<file path="config.mk">
export PLATFORM = sky130hd
export DESIGN_NAME = uart_dual_ring_buffer_top
export DESIGN_NICKNAME = d
export VERILOG_FILES = /design/src/hdl/udrb_pkg.sv /design/src/hdl/uart_dual_ring_buffer_top.sv
export SDC_FILE = /design/constraint.sdc
export NUM_CORES = 1
export LEC_CHECK = 0
export ABC_CLOCK_PERIOD_IN_PS = 2500
export BUFFER_PORTS_ARGS = -buffer_cell sky130_fd_sc_hd__buf_2
export CAP_MARGIN = 30
export CORE_MARGIN = 8
export CORE_UTILIZATION = 45
export DETAILED_ROUTE_END_ITERATION = 8
export PLACE_DENSITY = 0.68
export SLEW_MARGIN = 0
export SYNTH_ARGS = -nofsm -noshare
export SYNTH_HDL_FRONTEND = slang
export SYNTH_SLANG_ARGS = --single-unit
</file>
<file path="constraint.sdc">
create_clock -name clock -period 2.5 [get_ports clock]
set_input_delay 0.5 -clock clock [delete_from_list [all_inputs] [get_ports clock]]
set_output_delay 0.5 -clock clock [all_outputs]
set_load 0.03 [all_outputs]
</file>
<file path="src/hdl/udrb_pkg.sv">
package udrb_pkg;

   localparam logic [2:0] OP_HOST_WRITE = 3'd0;
   localparam logic [2:0] OP_HOST_READ  = 3'd1;
   localparam logic [2:0] OP_RX_BYTE    = 3'd2;
   localparam logic [2:0] OP_TX_DONE    = 3'd3;
   localparam logic [2:0] OP_RX_FLUSH   = 3'd4;

   typedef struct packed {
      logic [2:0] opcode;
      logic [7:0] data_byte;
   } req_type;

   typedef struct packed {
      logic [7:0] read_byte;
      logic       read_ok;
      logic [7:0] send_byte;
      logic       send_valid;
      logic       rx_ready;
      logic       tx_idle;
   } rsp_type;

endpackage

</file>
<file path="src/hdl/uart_dual_ring_buffer_top.sv">
// Latency: the result of a transfer taken at one edge is on rsp_data, with rsp_strobe
// high, in the next cycle. Throughput: one transfer per cycle, busy stays low; the
// single synchronous read port of each ring and the result register set this figure.
// The receiver cannot stall; each result shows for exactly one cycle.
// Synchronous active-high reset clears all ring pointers, sets the transmitter idle
// and drops rsp_strobe; ring contents are left as they are.
module uart_dual_ring_buffer_top #(
   parameter int RX_DEPTH = 32,
   parameter int TX_DEPTH = 32
) (
   input  logic             clock,
   input  logic             reset,
   input  logic             start,
   output logic             busy,
   input  udrb_pkg::req_type req_data,
   output logic             rsp_strobe,
   output udrb_pkg::rsp_type rsp_data
);
   import udrb_pkg::*;

   localparam int RPW = (RX_DEPTH > 1) ? $clog2(RX_DEPTH) : 1;
   localparam int TPW = (TX_DEPTH > 1) ? $clog2(TX_DEPTH) : 1;
   localparam logic [RPW-1:0] RX_LAST = RPW'(RX_DEPTH - 1);
   localparam logic [TPW-1:0] TX_LAST = TPW'(TX_DEPTH - 1);

   logic [7:0] rx_mem [RX_DEPTH];
   logic [7:0] tx_mem [TX_DEPTH];

   logic [RPW-1:0] rx_wp_ff, rx_wp_in, rx_rp_ff, rx_rp_in, rx_wp_bump, rx_rp_bump;
   logic [TPW-1:0] tx_wp_ff, tx_wp_in, tx_rp_ff, tx_rp_in, tx_wp_bump, tx_rp_bump;
   logic           tx_empty_ff, tx_empty_in;
   logic           accept;
   logic           rx_we, tx_we;
   logic           read_ok_in, send_valid_in, bypass_in;

   logic           rsp_valid_ff;
   logic [7:0]     rx_q_ff, tx_q_ff, byte_ff;
   logic           read_ok_ff, send_valid_ff, bypass_ff, rx_ready_ff, tx_idle_ff;

   assign busy   = 1'b0;
   assign accept = start && !busy;

   assign rx_wp_bump = (rx_wp_ff == RX_LAST) ? '0 : rx_wp_ff + RPW'(1);
   assign rx_rp_bump = (rx_rp_ff == RX_LAST) ? '0 : rx_rp_ff + RPW'(1);
   assign tx_wp_bump = (tx_wp_ff == TX_LAST) ? '0 : tx_wp_ff + TPW'(1);
   assign tx_rp_bump = (tx_rp_ff == TX_LAST) ? '0 : tx_rp_ff + TPW'(1);

   always_comb begin
      rx_wp_in      = rx_wp_ff;
      rx_rp_in      = rx_rp_ff;
      tx_wp_in      = tx_wp_ff;
      tx_rp_in      = tx_rp_ff;
      tx_empty_in   = tx_empty_ff;
      rx_we         = 1'b0;
      tx_we         = 1'b0;
      read_ok_in    = 1'b0;
      send_valid_in = 1'b0;
      bypass_in     = 1'b0;
      unique case (req_data.opcode)
         OP_HOST_WRITE: begin
            tx_we    = 1'b1;
            tx_wp_in = tx_wp_bump;
            // idle ring is empty, so the new byte goes straight out
            if (tx_empty_ff) begin
               tx_empty_in   = 1'b0;
               send_valid_in = 1'b1;
               bypass_in     = 1'b1;
               tx_rp_in      = tx_rp_bump;
            end
         end
         OP_HOST_READ: begin
            if (rx_rp_ff != rx_wp_ff) begin
               read_ok_in = 1'b1;
               rx_rp_in   = rx_rp_bump;
            end
         end
         OP_RX_BYTE: begin
            rx_we    = 1'b1;
            rx_wp_in = rx_wp_bump;
         end
         OP_TX_DONE: begin
            if (tx_rp_ff != tx_wp_ff) begin
               send_valid_in = 1'b1;
               tx_rp_in      = tx_rp_bump;
            end else begin
               tx_empty_in = 1'b1;
            end
         end
         OP_RX_FLUSH: begin
            rx_wp_in = '0;
            rx_rp_in = '0;
         end
         default: begin
         end
      endcase
   end

   always_ff @(posedge clock) begin
      if (accept && rx_we) begin
         rx_mem[rx_wp_ff] <= req_data.data_byte;
      end
      rx_q_ff <= rx_mem[rx_rp_ff];
   end

   always_ff @(posedge clock) begin
      if (accept && tx_we) begin
         tx_mem[tx_wp_ff] <= req_data.data_byte;
      end
      tx_q_ff <= tx_mem[tx_rp_ff];
   end

   always_ff @(posedge clock) begin
      if (reset) begin
         rx_wp_ff     <= '0;
         rx_rp_ff     <= '0;
         tx_wp_ff     <= '0;
         tx_rp_ff     <= '0;
         tx_empty_ff  <= 1'b1;
         rsp_valid_ff <= 1'b0;
      end else begin
         rsp_valid_ff <= accept;
         if (accept) begin
            rx_wp_ff    <= rx_wp_in;
            rx_rp_ff    <= rx_rp_in;
            tx_wp_ff    <= tx_wp_in;
            tx_rp_ff    <= tx_rp_in;
            tx_empty_ff <= tx_empty_in;
         end
      end
   end

   always_ff @(posedge clock) begin
      if (accept) begin
         byte_ff       <= req_data.data_byte;
         read_ok_ff    <= read_ok_in;
         send_valid_ff <= send_valid_in;
         bypass_ff     <= bypass_in;
         rx_ready_ff   <= (rx_wp_in != rx_rp_in);
         tx_idle_ff    <= tx_empty_in;
      end
   end

   assign rsp_strobe          = rsp_valid_ff;
   assign rsp_data.read_byte  = read_ok_ff ? rx_q_ff : 8'd0;
   assign rsp_data.read_ok    = read_ok_ff;
   assign rsp_data.send_byte  = !send_valid_ff ? 8'd0 : (bypass_ff ? byte_ff : tx_q_ff);
   assign rsp_data.send_valid = send_valid_ff;
   assign rsp_data.rx_ready   = rx_ready_ff;
   assign rsp_data.tx_idle    = tx_idle_ff;

   a_rsp_follows: assert property (@(posedge clock) disable iff (reset)
      !reset && accept |=> rsp_strobe)
      else $error("transfer taken without a result in the next cycle");

   a_no_spurious: assert property (@(posedge clock)
      !accept |=> !rsp_strobe)
      else $error("result strobe without a preceding transfer");

   a_send_not_idle: assert property (@(posedge clock) disable iff (reset)
      rsp_strobe && rsp_data.send_valid |-> !rsp_data.tx_idle)
      else $error("byte sent while transmitter reported idle");

   a_idle_ring_empty: assert property (@(posedge clock) disable iff (reset)
      tx_empty_ff |-> tx_rp_ff == tx_wp_ff)
      else $error("transmitter idle with bytes still queued");

endmodule
</file>
### Word level (Yosys, flattened, before mapping)

Memory sizes are Yosys's and may differ from the RTL's. A register that Yosys moved wholly into a read port is not among the register bits.
Cells that the tools add are included.

| word-level totals | value |
|---|---|
| ROM bits | 0 |
| latch bits | 0 |
| memories kept | 2 |
| RAM bits | 512 |
| bits in registers | 35 |
| input bits | 14 |

| cells by class | value |
|---|---|
| equal/unequal tests | 13 |
| mux-type cells | 25 |
| $lt $le $gt $ge | 0 |
| bitwise logic cells | 0 |
| shift operators | 0 |
| $add $sub $neg | 4 |
| div/mod/pow operators | 0 |
| multiply operators | 0 |
| reduce and logical (&&, ||, !) cells | 6 |

Memory list:

| memory | words | width | rd ports | clocked after memory_dff | write ports | RTL line | text |
|---|---|---|---|---|---|---|---|
| rx_mem | 32 | 8 | 1 | 1 | 1 | uart_dual_ring_buffer_top.sv:26 | `logic [7:0] rx_mem [RX_DEPTH];` |
| tx_mem | 32 | 8 | 1 | 1 | 1 | uart_dual_ring_buffer_top.sv:27 | `logic [7:0] tx_mem [TX_DEPTH];` |

Operators with widths:

| cell | number |
|---|---|
| two-way mux 5 bit | 7 |
| one-hot mux 5 bit (2 select lines) | 3 |
| two-way mux 8 bit | 3 |
| adder 5 x 1 -> 5 bit, second input constant | 4 |
| == test 5 bit, second input constant | 4 |
| inequality test 5 bit | 3 |
| two-way mux 1 bit | 10 |
| == test 3 x 2 -> 1 bit, second input constant | 2 |
| inequality test 2 bit, second input constant | 2 |
| one-hot mux 1 bit (2 select lines) | 2 |
| AND reduction 4 bit | 1 |
| == test 3 x 1 -> 1 bit, second input constant | 1 |
| == test 3 bit, second input constant | 1 |
| zero test 3 bit | 1 |
| logical AND 1 bit | 2 |
| AND reduction 2 bit | 1 |
| nonzero test 2 bit | 1 |

### Depth between registers and ports, before layout

Gate-level depths: netlist of the first run.

| logic depth | value |
|---|---|
| word-level depth | 5 |
| depth in mapped cells | 11 |
| gate-level depth less buffers | 9 |

### Worst setup path after synthesis of the first run

No wires, ideal clock.

| path | value |
|---|---|
| kind | register to register |
| from | register rx_rp_ff[2] |
| to | register rx_ready_ff (data pin) |
| path slack | -265 ps |
| arrival | 2,498 ps |
| clock period less this slack | 2,765 ps |
| stages on the path, launching flop included | 12 |
| setup time | 267 ps |
| cell sequence | dfxtp_1 -> clkbuf_1 -> clkbuf_1 -> clkbuf_1 -> and3_1 -> ha_1 -> o21ba_2 -> o32a_1 -> and2_1 -> a2bb2oi_1 -> xor2_1 -> nand4_1 |

| on the way | value |
|---|---|
| word-level cells in the longest chain between the ends | 5 |
| elaborated cells between the ends (all ways) | 7 |
| those cells by class | 1 x add/sub; 3 x eq/ne; 3 x mux |

RTL lines:

| element | RTL line | text |
|---|---|---|
| from (decl) | uart_dual_ring_buffer_top.sv:29 | `logic [RPW-1:0] rx_wp_ff, rx_wp_in, rx_rp_ff, rx_rp_in, rx_wp_bump, rx_rp_bump;` |
| from (signal assigned) | uart_dual_ring_buffer_top.sv:124 | `rx_rp_ff <= rx_rp_in;` |
| adder 5 x 1 -> 5 bit or == test 5 bit (tied branches) | uart_dual_ring_buffer_top.sv:44 | `assign rx_rp_bump = (rx_rp_ff == RX_LAST) ? '0 : rx_rp_ff + RPW'(1);` |
| two-way mux 5 bit | uart_dual_ring_buffer_top.sv:44 |  |
| two-way mux 5 bit | uart_dual_ring_buffer_top.sv:72 | `if (rx_rp_ff != rx_wp_ff) begin` |
| one-hot mux 5 bit (2 select lines) * | uart_dual_ring_buffer_top.sv:59 | `unique case (req_data.opcode)` |
| inequality test 5 bit * | uart_dual_ring_buffer_top.sv:138 | `rx_ready_ff <= (rx_wp_in != rx_rp_in);` |
| to (signal assigned) | uart_dual_ring_buffer_top.sv:138 |  |
| to (decl) | uart_dual_ring_buffer_top.sv:38 | `logic read_ok_ff, send_valid_ff, bypass_ff, rx_ready_ff, tx_idle_ff;` |

Every way passes the cells marked *; elsewhere a longest branch is shown, timed or not.
A chain may end at the register's enable or synchronous reset.

==> results of run 1 <==
through the flow:
stage / power (mW) / std cells / worst slack, ns / setup TNS [ns] / instance area (µm²)
2_1_floorplan: 10.9 / 1097 / -0.176 / -3.51 / 22400
3_3_place_gp: 11.2 / 1846 / 0.0904 / 0 / 24100
3_5_place_dp: 11.2 / 1846 / 0.0913 / 0 / 24100
4_1_cts: 19.2 / 1942 / 0.0790 / 0 / 25900
5_1_grt: 19.6 / 1942 / 0.0368 / 0 / 25900
6_report: 19.1 / 1942 / 0.148 / 0 / 25900
critical path, cell delays in order (launching register included):
cell	delay (ns)
dfxtp_4	0.34
buf_4	0.18
buf_12	0.30
mux4_2	0.57
mux4_2	0.54
mux2_2	0.28
power by group through the flow:
stage	logic (mW)	registers (mW)	clock network (mW)
2_1_floorplan	0.353	10.6	0
5_1_grt	0.692	10.4	8.57
3_5_place_dp	0.649	10.6	0
4_1_cts	0.652	10.4	8.22
3_3_place_gp	0.636	10.6	0
6_report	0.642	10.4	8.09
worst paths after layout:
check        slack [ns]  depth (start not counted)          end
max reg2reg        0.15                          5   rx_q_ff[5]
max                0.15                          5   rx_q_ff[5]
min                0.30                          2  rx_wp_ff[4]
min reg2reg        0.55                          2  tx_empty_ff
cells in the mapped netlist, types with 3 or more instances:
cell type and instances:
edfxtp_1 525, mux4_2 160, nor2_1 88, dfxtp_1 38
clkbuf_1 30, nand2_1 24, mux2_2 16, ha_1 15
mux2i_1 14, buf_2 13, xnor2_1 11, and2_1 10
nor2b_1 10, a21oi_1 9, nand3_1 9, inv_1 8
buf_1 7, nand3b_1 7, nor3_1 7, o21ai_0 7
buf_6 6, and3_1 5, buf_4 5, xor2_1 5
a211oi_1 4, a22oi_1 4, inv_2 4, nand2b_1 4
nor3b_1 4, o21ai_1 4, or3b_2 4, nor4_1 3
or3_1 3
routing by layer:
layer | vias to the layer above | share of wire | wire [µm]
li1 | 4761 | - | -
met1 | 5699 | 0.42 | 19600
met2 | 405 | 0.48 | 22300
met3 | 66 | 0.073 | 3380
met4 | 0 | 0.022 | 996
met5 | - | 0 | 0
final cells by class:
| class | count | area [µm²] |
|---|---|---|
| clock inverters | 33 | 393 |
| inverters | 12 | 45.0 |
| well taps | 664 | 831 |
| multi-input cells | 461 | 5530 |
| flip-flops and latches | 563 | 16500 |
| clock buffers | 63 | 1360 |
| fillers | 3776 | 23200 |
| repair buffers | 146 | 1160 |
flip-flops by register name (all words and copies together) (netlist names), 5 cells and up:
signal,flops
rx_mem,256
tx_q_ff,8
tx_wp_ff,5
rx_wp_ff,5
rx_rp_ff,5
tx_mem,256
byte_ff,8
rx_q_ff,8
tx_rp_ff,5
kinds of logic (layout without fill, tap and decap cells):
logic type,Yosys count,in the layout,share of synthesized area
flops,563,563,0.737
mux,190,190,0.175
simple gates,187,187,0.0406
buf+inv,73,254,0.0158
compound gates,52,52,0.0162
xor+xnor,16,16,0.00625
fa+ha+maj,15,15,0.00838
other cells,1,1,0.000167
==> reports/summary.txt, run 1 <==
run status - complete, no violations
fin nets - 1266
router iterations before antenna repair - 5
via count - 10900
Die Ht - 239 µm
max-slew violations - 0
num ports - 36
CTS tree - built
Final Hold Vio Count - 0
clock share of power - 0.424
Tot GR Track Use - 0.163
Setup CP Type - reg -> reg
fraction of layout cells with a size suffix above 1 - 0.326
Synth Cell Area - 22400 µm²
Starting DRT DRC Count - 937
Avg WL per Cell - 23.8 µm
Antenna diodes - 0
row cnt - 81
FFs w/ async S/R, synth - 0
Clock Latency Late Sink - 0.59 ns
Yosys cell types - 59
Avg Inst Size Synth - 20.4 µm²
most frequent cells in the layout - edfxtp_1, mux4_2, buf_4, nor2_1, clkbuf_16
via/cell ratio - 5.63
dominant synthesized flop cell - edfxtp_1
RSZ-0062 raised after global routing - no
CTS root buffer - clkbuf_16
Remaining Overflow, GRT - 0
Final min period - 2.35 ns
Antenna Nets Post-Route - 0
Yosys warning count - 0
Seq/Total Area, Yosys - 0.737
Critical Path Source Type - flip-flop
Final HPWL DP - 28.9 mm
Setup Buffers After CTS - 0
number of synthesized flops with an enable pin - 525
Mapped Cells - 1097
post-synth top area cell - edfxtp_1
Std-Cell Core Area - 49100 µm²
Achievable Freq - 425 MHz
met3 Use GR - 0.0311
H-tree Lvls - 2
Synth top area share - 0.704
most common cell after layout, fill and taps aside - edfxtp_1
CP Launch Point - rx_rp_ff[0]
Max Buffers Root-to-Sink - 3
PD cells - 738 nW/µm²
# port buffers - 34
Sw Share - 0.199
met1 global-route usage - 0.228
met2 GRT Util - 0.259
final setup violation count - 0
ranking of synthesized cells by area - edfxtp_1, mux4_2, dfxtp_1
CP Capture Type - flip-flop
pin slew with the least headroom to its limit - 0.754 ns
Lkg Pwr - 8.24 nW
WP data required - 2.96 ns
Synthesized Nets - 1126
Min-Delay Path Class - in -> reg
HP Start - start
sequential power share - 0.543
DIE WIDTH - 239 µm
first-pass GRT wire length - 69.8 mm
P&R area growth vs syn - 15.4%
max-cap violations - 0
Max transition margin - 0.498
Clock Sinks - 563
Critical Path AT - 2.81 ns
largest net degree at the start of global routing - 66
final core occ - 0.527
gpl congestion - 0.832
final worst path period share - 0.941
flops & latches, synth - 563
clock skew - 0.0225 ns
combinational group share of total power - 0.034
crit path max fanout - 35
clock slew at reported path FFs - 0.06 ns
hold buffers post-CTS - 0
Net Sw Power - 3.79 mW
final wirelength - 46.3 mm
Internal - 15.3 mW
vias in the first global route - 10900
number of resized instances in the post-cts repair step - 0
grt peak-use layer - met2
CTS Buf Count - 53
initial antenna violation count - 0
Initial Util - 0.457
hold_ws - 0.301 ns
final routed DRC violation total - 0
FF-to-FF Start - rx_rp_ff[0]
die area - 57200 µm²
Max IR drop VDD - 0.527 mV
Note: power is estimated with default switching activity, not from simulation.
==> run 2, diff against run 1 <==
- BUFFER_PORTS_ARGS: -buffer_cell sky130_fd_sc_hd__buf_2 -> unset
- DONT_BUFFER_PORTS: unset -> 1
- PLACE_DENSITY: 0.68 -> 0.67
==> run 2 against run 1 <==
Power fell by 0.25%. Design area rose by 0.31%. Setup slack got worse by 0.041 ns. Sequential power barely moved. Via count rose by 1.5%. Critical endpoint is now rx_ready_ff. Highest routed layer is now met5.
==> reports/summary.txt, run 2 (same netlist as run 1, synthesis figures left out) <==
run status - complete, no violations (unchanged)
Die Ht - 239 µm (unchanged)
CTS Buf Count - 54 (was 53)
Fillers - 3817 (was 3776)
RSZ-0062 raised after global routing - no (unchanged)
Tot GR Track Use - 0.178 (was 0.163)
Max IR drop VDD - 0.506 mV (was 0.527 mV)
Std-Cell Core Area - 49100 µm² (unchanged)
PD cells - 734 nW/µm² (was 738 nW/µm²)
Setup Buffers After CTS - 0 (unchanged)
hold buffers post-CTS - 21 (was 0)
CP Capture Type - flip-flop (unchanged)
Achievable Freq - 418 MHz (was 425 MHz)
CP Launch Point - rx_wp_ff[0] (was rx_rp_ff[0])
vias in the first global route - 11100 (was 10900)
sequential power share - 0.545 (was 0.543)
final setup violation count - 0 (unchanged)
most common cell after layout, fill and taps aside - edfxtp_1 (unchanged)
via count - 11100 (was 10900)
crit path max fanout - 3 (was 35)
final worst path period share - 0.957 (was 0.941)
Starting DRT DRC Count - 1194 (was 937)
Final Instance Area - 25900 µm² (about the same)
Critical Path Source Type - flip-flop (unchanged)
initial antenna violation count - 6 (was 0)
clock skew - 0.0318 ns (was 0.0225 ns)
clock slew at reported path FFs - 0.06 ns (about the same)
crit-path cells - ha_1 > and3_1 > ha_1 > or4b_1 > o31ai_1 > xor2_1 > nand4_1 (was buf_4 > buf_12 > mux4_2 > mux4_2 > mux2_2)
H-tree Lvls - 2 (unchanged)
Slowest Stage Delay on Critical Path - 0.52 ns (was 0.57 ns)
Min-Delay Path Class - in -> reg (unchanged)
die area - 57200 µm² (unchanged)
gpl congestion - 0.830 (was 0.832)
Net Sw Power - 3.82 mW (was 3.79 mW)
Setup CP Type - reg -> reg (unchanged)
HP Start - start (unchanged)
number of resized instances in the post-cts repair step - 0 (unchanged)
largest registers - rx_mem: 256 flops, tx_mem: 256 flops (unchanged)
kind of cell adding the most delay to the critical path - simple AND/OR/NAND/NOR gates (was multiplexers)
Antenna Nets Post-Route - 0 (unchanged)
final wirelength - 51.5 mm (was 46.3 mm)
Antenna diodes - 0 (unchanged)
Final min period - 2.39 ns (was 2.35 ns)
Clock Sinks - 563 (unchanged)
max-cap violations - 0 (unchanged)
final routed DRC violation total - 0 (unchanged)
Remaining Overflow, GRT - 0 (unchanged)
row cnt - 81 (unchanged)
placed inst area - 23800 µm² (was 24100 µm²)
Critical Path AT - 2.73 ns (was 2.81 ns)
Max Buffers Root-to-Sink - 3 (unchanged)
slowest CP cell - or4b_1 (was mux4_2)
Sw Share - 0.201 (was 0.199)
Final Hold Vio Count - 0 (unchanged)
# port buffers - 0 (was 34)
Critical Path Most Common Cell - ha_1 (was mux4_2)
WP data required - 2.83 ns (was 2.96 ns)
largest net degree at the start of global routing - 66 (unchanged)
Internal - 15.2 mW (was 15.3 mW)
FF-to-FF Start - rx_wp_ff[0] (was rx_rp_ff[0])
P&R area growth vs syn - 15.8% (was 15.4%)
Max transition margin - 0.317 (was 0.498)
router iterations before antenna repair - 7 (was 5)
total power - 19.0 mW (was 19.1 mW)
pin slew with the least headroom to its limit - 1.02 ns (was 0.754 ns)
combinational group share of total power - 0.035 (was 0.034)
DIE WIDTH - 239 µm (unchanged)
CTS tree - built (unchanged)
Initial Util - 0.457 (unchanged)
CTS root buffer - clkbuf_16 (unchanged)
fin nets - 1254 (was 1266)
most frequent cells in the layout - edfxtp_1, mux4_2, buf_4, nor2_1, clkbuf_16 (unchanged)
clock share of power - 0.421 (was 0.424)
first-pass GRT wire length - 74.6 mm (was 69.8 mm)
via/cell ratio - 5.74 (was 5.63)
count of buffer and inverter cells on the critical path - 0 (was 2)
Avg WL per Cell - 26.6 µm (was 23.8 µm)
Final HPWL DP - 29.1 mm (was 28.9 mm)
Clock Latency Late Sink - 0.60 ns (was 0.59 ns)
fraction of layout cells with a size suffix above 1 - 0.299 (was 0.326)
num ports - 36 (unchanged)
Lkg Pwr - 8.19 nW (was 8.24 nW)
max-slew violations - 0 (unchanged)
==> run 2: layout make-up <==
class | count | area [µm²] | share of cell area
Clock inverter | 30 | 299 | 0.0115
Tap cell | 664 | 831 | 0.0320
Sequential cell | 563 | 16500 | 0.637
Clock buffer | 70 | 1430 | 0.0552
Timing Repair Buffer | 133 | 1270 | 0.0488
Inverter | 12 | 45.0 | 0.00174
Multi-Input combinational cell | 461 | 5540 | 0.213
==> run 2: power by group through the flow <==
stage	logic (mW)	clock network (mW)	registers, mW
finish	0.659	8.01	10.4
global route	0.704	8.48	10.4
CTS	0.632	8.15	10.4
detailed placement	0.418	0	10.6
global placement	0.414	0	10.6
floorplan	0.353	0	10.6
==> run 2: final timing paths <==
check / to / slack [ns] / depth (start not counted)
hold / removal: rx_wp_ff[0] / 0.05 / 2
setup reg to reg: rx_ready_ff / 0.11 / 7
setup / recovery: rx_ready_ff / 0.11 / 7
hold reg to reg: tx_rp_ff[3] / 0.57 / 1
==> run 2: metrics by stage <==
stage / util / TNS, ns / std cells / hold WS [ns] / setup WS [ns]
2_1_floorplan: - / -3.51 / 1097 / 0.495 / -0.176
6_report: 0.529 / 0 / 1933 / 0.0544 / 0.107
5_1_grt: 0.529 / 0 / 1933 / 0.0508 / 0.00195
4_1_cts: 0.527 / 0 / 1927 / 0.00169 / 0.0877
3_5_place_dp: 0.486 / 0 / 1806 / 0.524 / 0.113
3_3_place_gp: 0.486 / 0 / 1806 / 0.511 / 0.125
==> run 2: layer usage <==
| layer | GRT usage | part of all wire |
|---|---|---|
| met2 | 0.278 | 0.48 |
| met3 | 0.0395 | 0.077 |
| met1 | 0.247 | 0.42 |
| met5 | 0 | 0.00047 |
| met4 | 0.0560 | 0.027 |
==> run 3, diff against run 2 <==
- ABC_CLOCK_PERIOD_IN_PS: 2500 -> 2850
- PLACE_DENSITY: 0.67 -> 0.65
- clock period: 2.5 -> 2.85 ns (I/O delays scaled with it)
==> run 3 against run 2 <==
Design area is 2.5% lower. Via count is 5.0% lower. Sequential share of layout area is 1.6 points higher. Clock skew is 0.0077 ns higher. Combinational power is 47% lower. Largest power group unchanged. Wire length is 11% lower. Final cell count is 2.6% lower. First-iteration DRC count is 14% lower.
==> reports/summary.txt, run 3 (same netlist as run 1, synthesis figures left out) <==
run status - complete, no violations (unchanged)
die area - 57200 µm² (unchanged)
PD cells - 639 nW/µm² (was 734 nW/µm²)
final worst path period share - 0.907 (was 0.957)
Min-Delay Path Class - in -> reg (unchanged)
largest net degree at the start of global routing - 71 (was 66)
number of resized instances in the post-cts repair step - 0 (unchanged)
Lkg Pwr - 7.87 nW (was 8.19 nW)
row cnt - 81 (unchanged)
largest registers - rx_mem: 256 flops, tx_mem: 256 flops (unchanged)
P&R area growth vs syn - 12.9% (was 15.8%)
Final min period - 2.59 ns (was 2.39 ns)
Final Hold Vio Count - 0 (unchanged)
Setup CP Type - reg -> reg (unchanged)
Max IR drop VDD - 0.432 mV (was 0.506 mV)
pin slew with the least headroom to its limit - 0.680 ns (was 1.02 ns)
R2R Setup Slk - 0.26 ns (was 0.11 ns)
via/cell ratio - 5.60 (was 5.74)
Critical Path Source Type - flip-flop (unchanged)
hold buffers post-CTS - 0 (was 21)
setup_tns - 0 ns (unchanged)
Fillers - 3858 (was 3817)
kind of cell adding the most delay to the critical path - simple AND/OR/NAND/NOR gates (unchanged)
via count - 10500 (was 11100)
r2r worst-path depth - 7 (unchanged)
crit path max fanout - 8 (was 3)
Avg WL per Cell - 24.3 µm (was 26.6 µm)
first-pass GRT wire length - 68.4 mm (was 74.6 mm)
clock slew at reported path FFs - 0.06 ns (about the same)
Critical Path AT - 2.91 ns (was 2.73 ns)
Setup Buffers After CTS - 0 (unchanged)
max-slew violations - 0 (unchanged)
CTS Buf Count - 54 (unchanged)
Tot GR Track Use - 0.160 (was 0.178)
Starting DRT DRC Count - 1021 (was 1194)
DIE WIDTH - 239 µm (unchanged)
Critical Path Most Common Cell - ha_1 (unchanged)
combinational group share of total power - 0.022 (was 0.035)
Net Sw Power - 3.13 mW (was 3.82 mW)
Achievable Freq - 387 MHz (was 418 MHz)
fraction of layout cells with a size suffix above 1 - 0.288 (was 0.299)
CP Capture Type - flip-flop (unchanged)
CTS tree - built (unchanged)
# port buffers - 0 (unchanged)
Sw Share - 0.194 (was 0.201)
FF-to-FF Start - rx_rp_ff[0] (was rx_wp_ff[0])
worst hold path cell count - 1 (was 2)
vias in the first global route - 10600 (was 11100)
Internal - 13.0 mW (was 15.2 mW)
Max Buffers Root-to-Sink - 3 (unchanged)
CTS root buffer - clkbuf_16 (unchanged)
WP data required - 3.18 ns (was 2.83 ns)
Die Ht - 239 µm (unchanged)
Final HPWL DP - 27.8 mm (was 29.1 mm)
gpl congestion - 0.805 (was 0.830)
worst r2r dst - rx_ready_ff (unchanged)
most common cell after layout, fill and taps aside - edfxtp_1 (unchanged)
Clock Sinks - 563 (unchanged)
initial antenna violation count - 1 (was 6)
Worst Hold End - tx_wp_ff[4] (was rx_wp_ff[0])
final setup violation count - 0 (unchanged)
sequential power share - 0.564 (was 0.545)
Slowest Stage Delay on Critical Path - 0.65 ns (was 0.52 ns)
clock skew - 0.0395 ns (was 0.0318 ns)
final wirelength - 45.7 mm (was 51.5 mm)
clock share of power - 0.415 (was 0.421)
Initial Util - 0.457 (unchanged)
slowest CP cell - a2111oi_1 (was or4b_1)
final routed DRC violation total - 0 (unchanged)
count of buffer and inverter cells on the critical path - 0 (unchanged)
Antenna diodes - 0 (unchanged)
RSZ-0062 raised after global routing - no (unchanged)
num ports - 36 (unchanged)
Clock Latency Late Sink - 0.60 ns (about the same)
fin nets - 1207 (was 1254)
most frequent cells in the layout - edfxtp_1, mux4_2, nor2_1, buf_4, clkbuf_16 (was edfxtp_1, mux4_2, buf_4, nor2_1, clkbuf_16)
router iterations before antenna repair - 5 (was 7)
Remaining Overflow, GRT - 0 (unchanged)
Antenna Nets Post-Route - 0 (unchanged)
final core occ - 0.516 (was 0.529)
max-cap violations - 0 (unchanged)
crit-path cells - ha_1 > and3_1 > ha_1 > a2111oi_1 > nor3_1 > nor4_1 > nand4_1 (was ha_1 > and3_1 > ha_1 > or4b_1 > o31ai_1 > xor2_1 > nand4_1)
H-tree Lvls - 2 (unchanged)
Std-Cell Core Area - 49100 µm² (unchanged)
Max transition margin - 0.547 (was 0.317)
HP Start - reset (was start)
## run 3: worst max-delay path by stage
| stage | from | to | slack [ns] | depth (start not counted) |
|---|---|---|---|---|
| final | rx_rp_ff[0] | rx_ready_ff | 0.26 | 7 |
| after global routing | rx_rp_ff[1] | rx_ready_ff | 0.03 | 7 |
| after CTS | rx_rp_ff[1] | rx_ready_ff | 0.30 | 7 |
| after detailed placement | rx_rp_ff[1] | rx_ready_ff | 0.31 | 7 |
| after global placement | req_data[8] | tx_mem[2][1] | 0.38 | 6 |
| after floorplan | rx_rp_ff[2] | rx_ready_ff | 0.09 | 11 |
## run 3: final cells by class
type | instances | area [µm²] | share of cell area
flip-flops and latches | 563 | 16500 | 0.653
multi-input cells | 461 | 5540 | 0.219
clock buffers | 68 | 1430 | 0.0563
well taps | 664 | 831 | 0.0328
repair buffers | 86 | 708 | 0.0280
clock inverters | 29 | 224 | 0.00885
inverters | 12 | 45.0 | 0.00178
## run 3: through the flow
stage          hold WS [ns]  std cells  power [mW]  setup WS (ns)  instance area, µm²
5_1_grt              0.0237       1883        16.6         0.0346               25300
2_1_floorplan         0.495       1097        9.57         0.0853               22400
4_1_cts             0.00878       1883        16.3          0.301               25300
3_3_place_gp          0.510       1786        9.64          0.384               23700
6_report             0.0583       1883        16.2          0.264               25300
3_5_place_dp          0.525       1786        9.64          0.308               23700
## run 3: metal layers
metal | part of all wire | track usage | vias to the layer above
li1 | - | - | 4641
met1 | 0.45 | 0.235 | 5503
met2 | 0.46 | 0.245 | 338
met3 | 0.071 | 0.0352 | 56
met4 | 0.017 | 0.0377 | 0
met5 | 0 | 0 | -
## run 3: worst reg2reg max path: cells and delay by family, from the launching register on
family	cells	cell delay, ns
and+or+nand+nor	4	0.79
AOI/OAI and AO/OA	1	0.65
adders and majority gates	2	0.49
DFF	1	0.38
## run 3: power groups by stage
| stage | Combinational (mW) | Sequential, mW | Clock, mW |
|---|---|---|---|
| final | 0.349 | 9.11 | 6.70 |
| after global routing | 0.377 | 9.11 | 7.12 |
| after CTS | 0.354 | 9.11 | 6.86 |
| after detailed placement | 0.352 | 9.29 | 0 |
| after global placement | 0.350 | 9.29 | 0 |
| after floorplan | 0.309 | 9.26 | 0 |
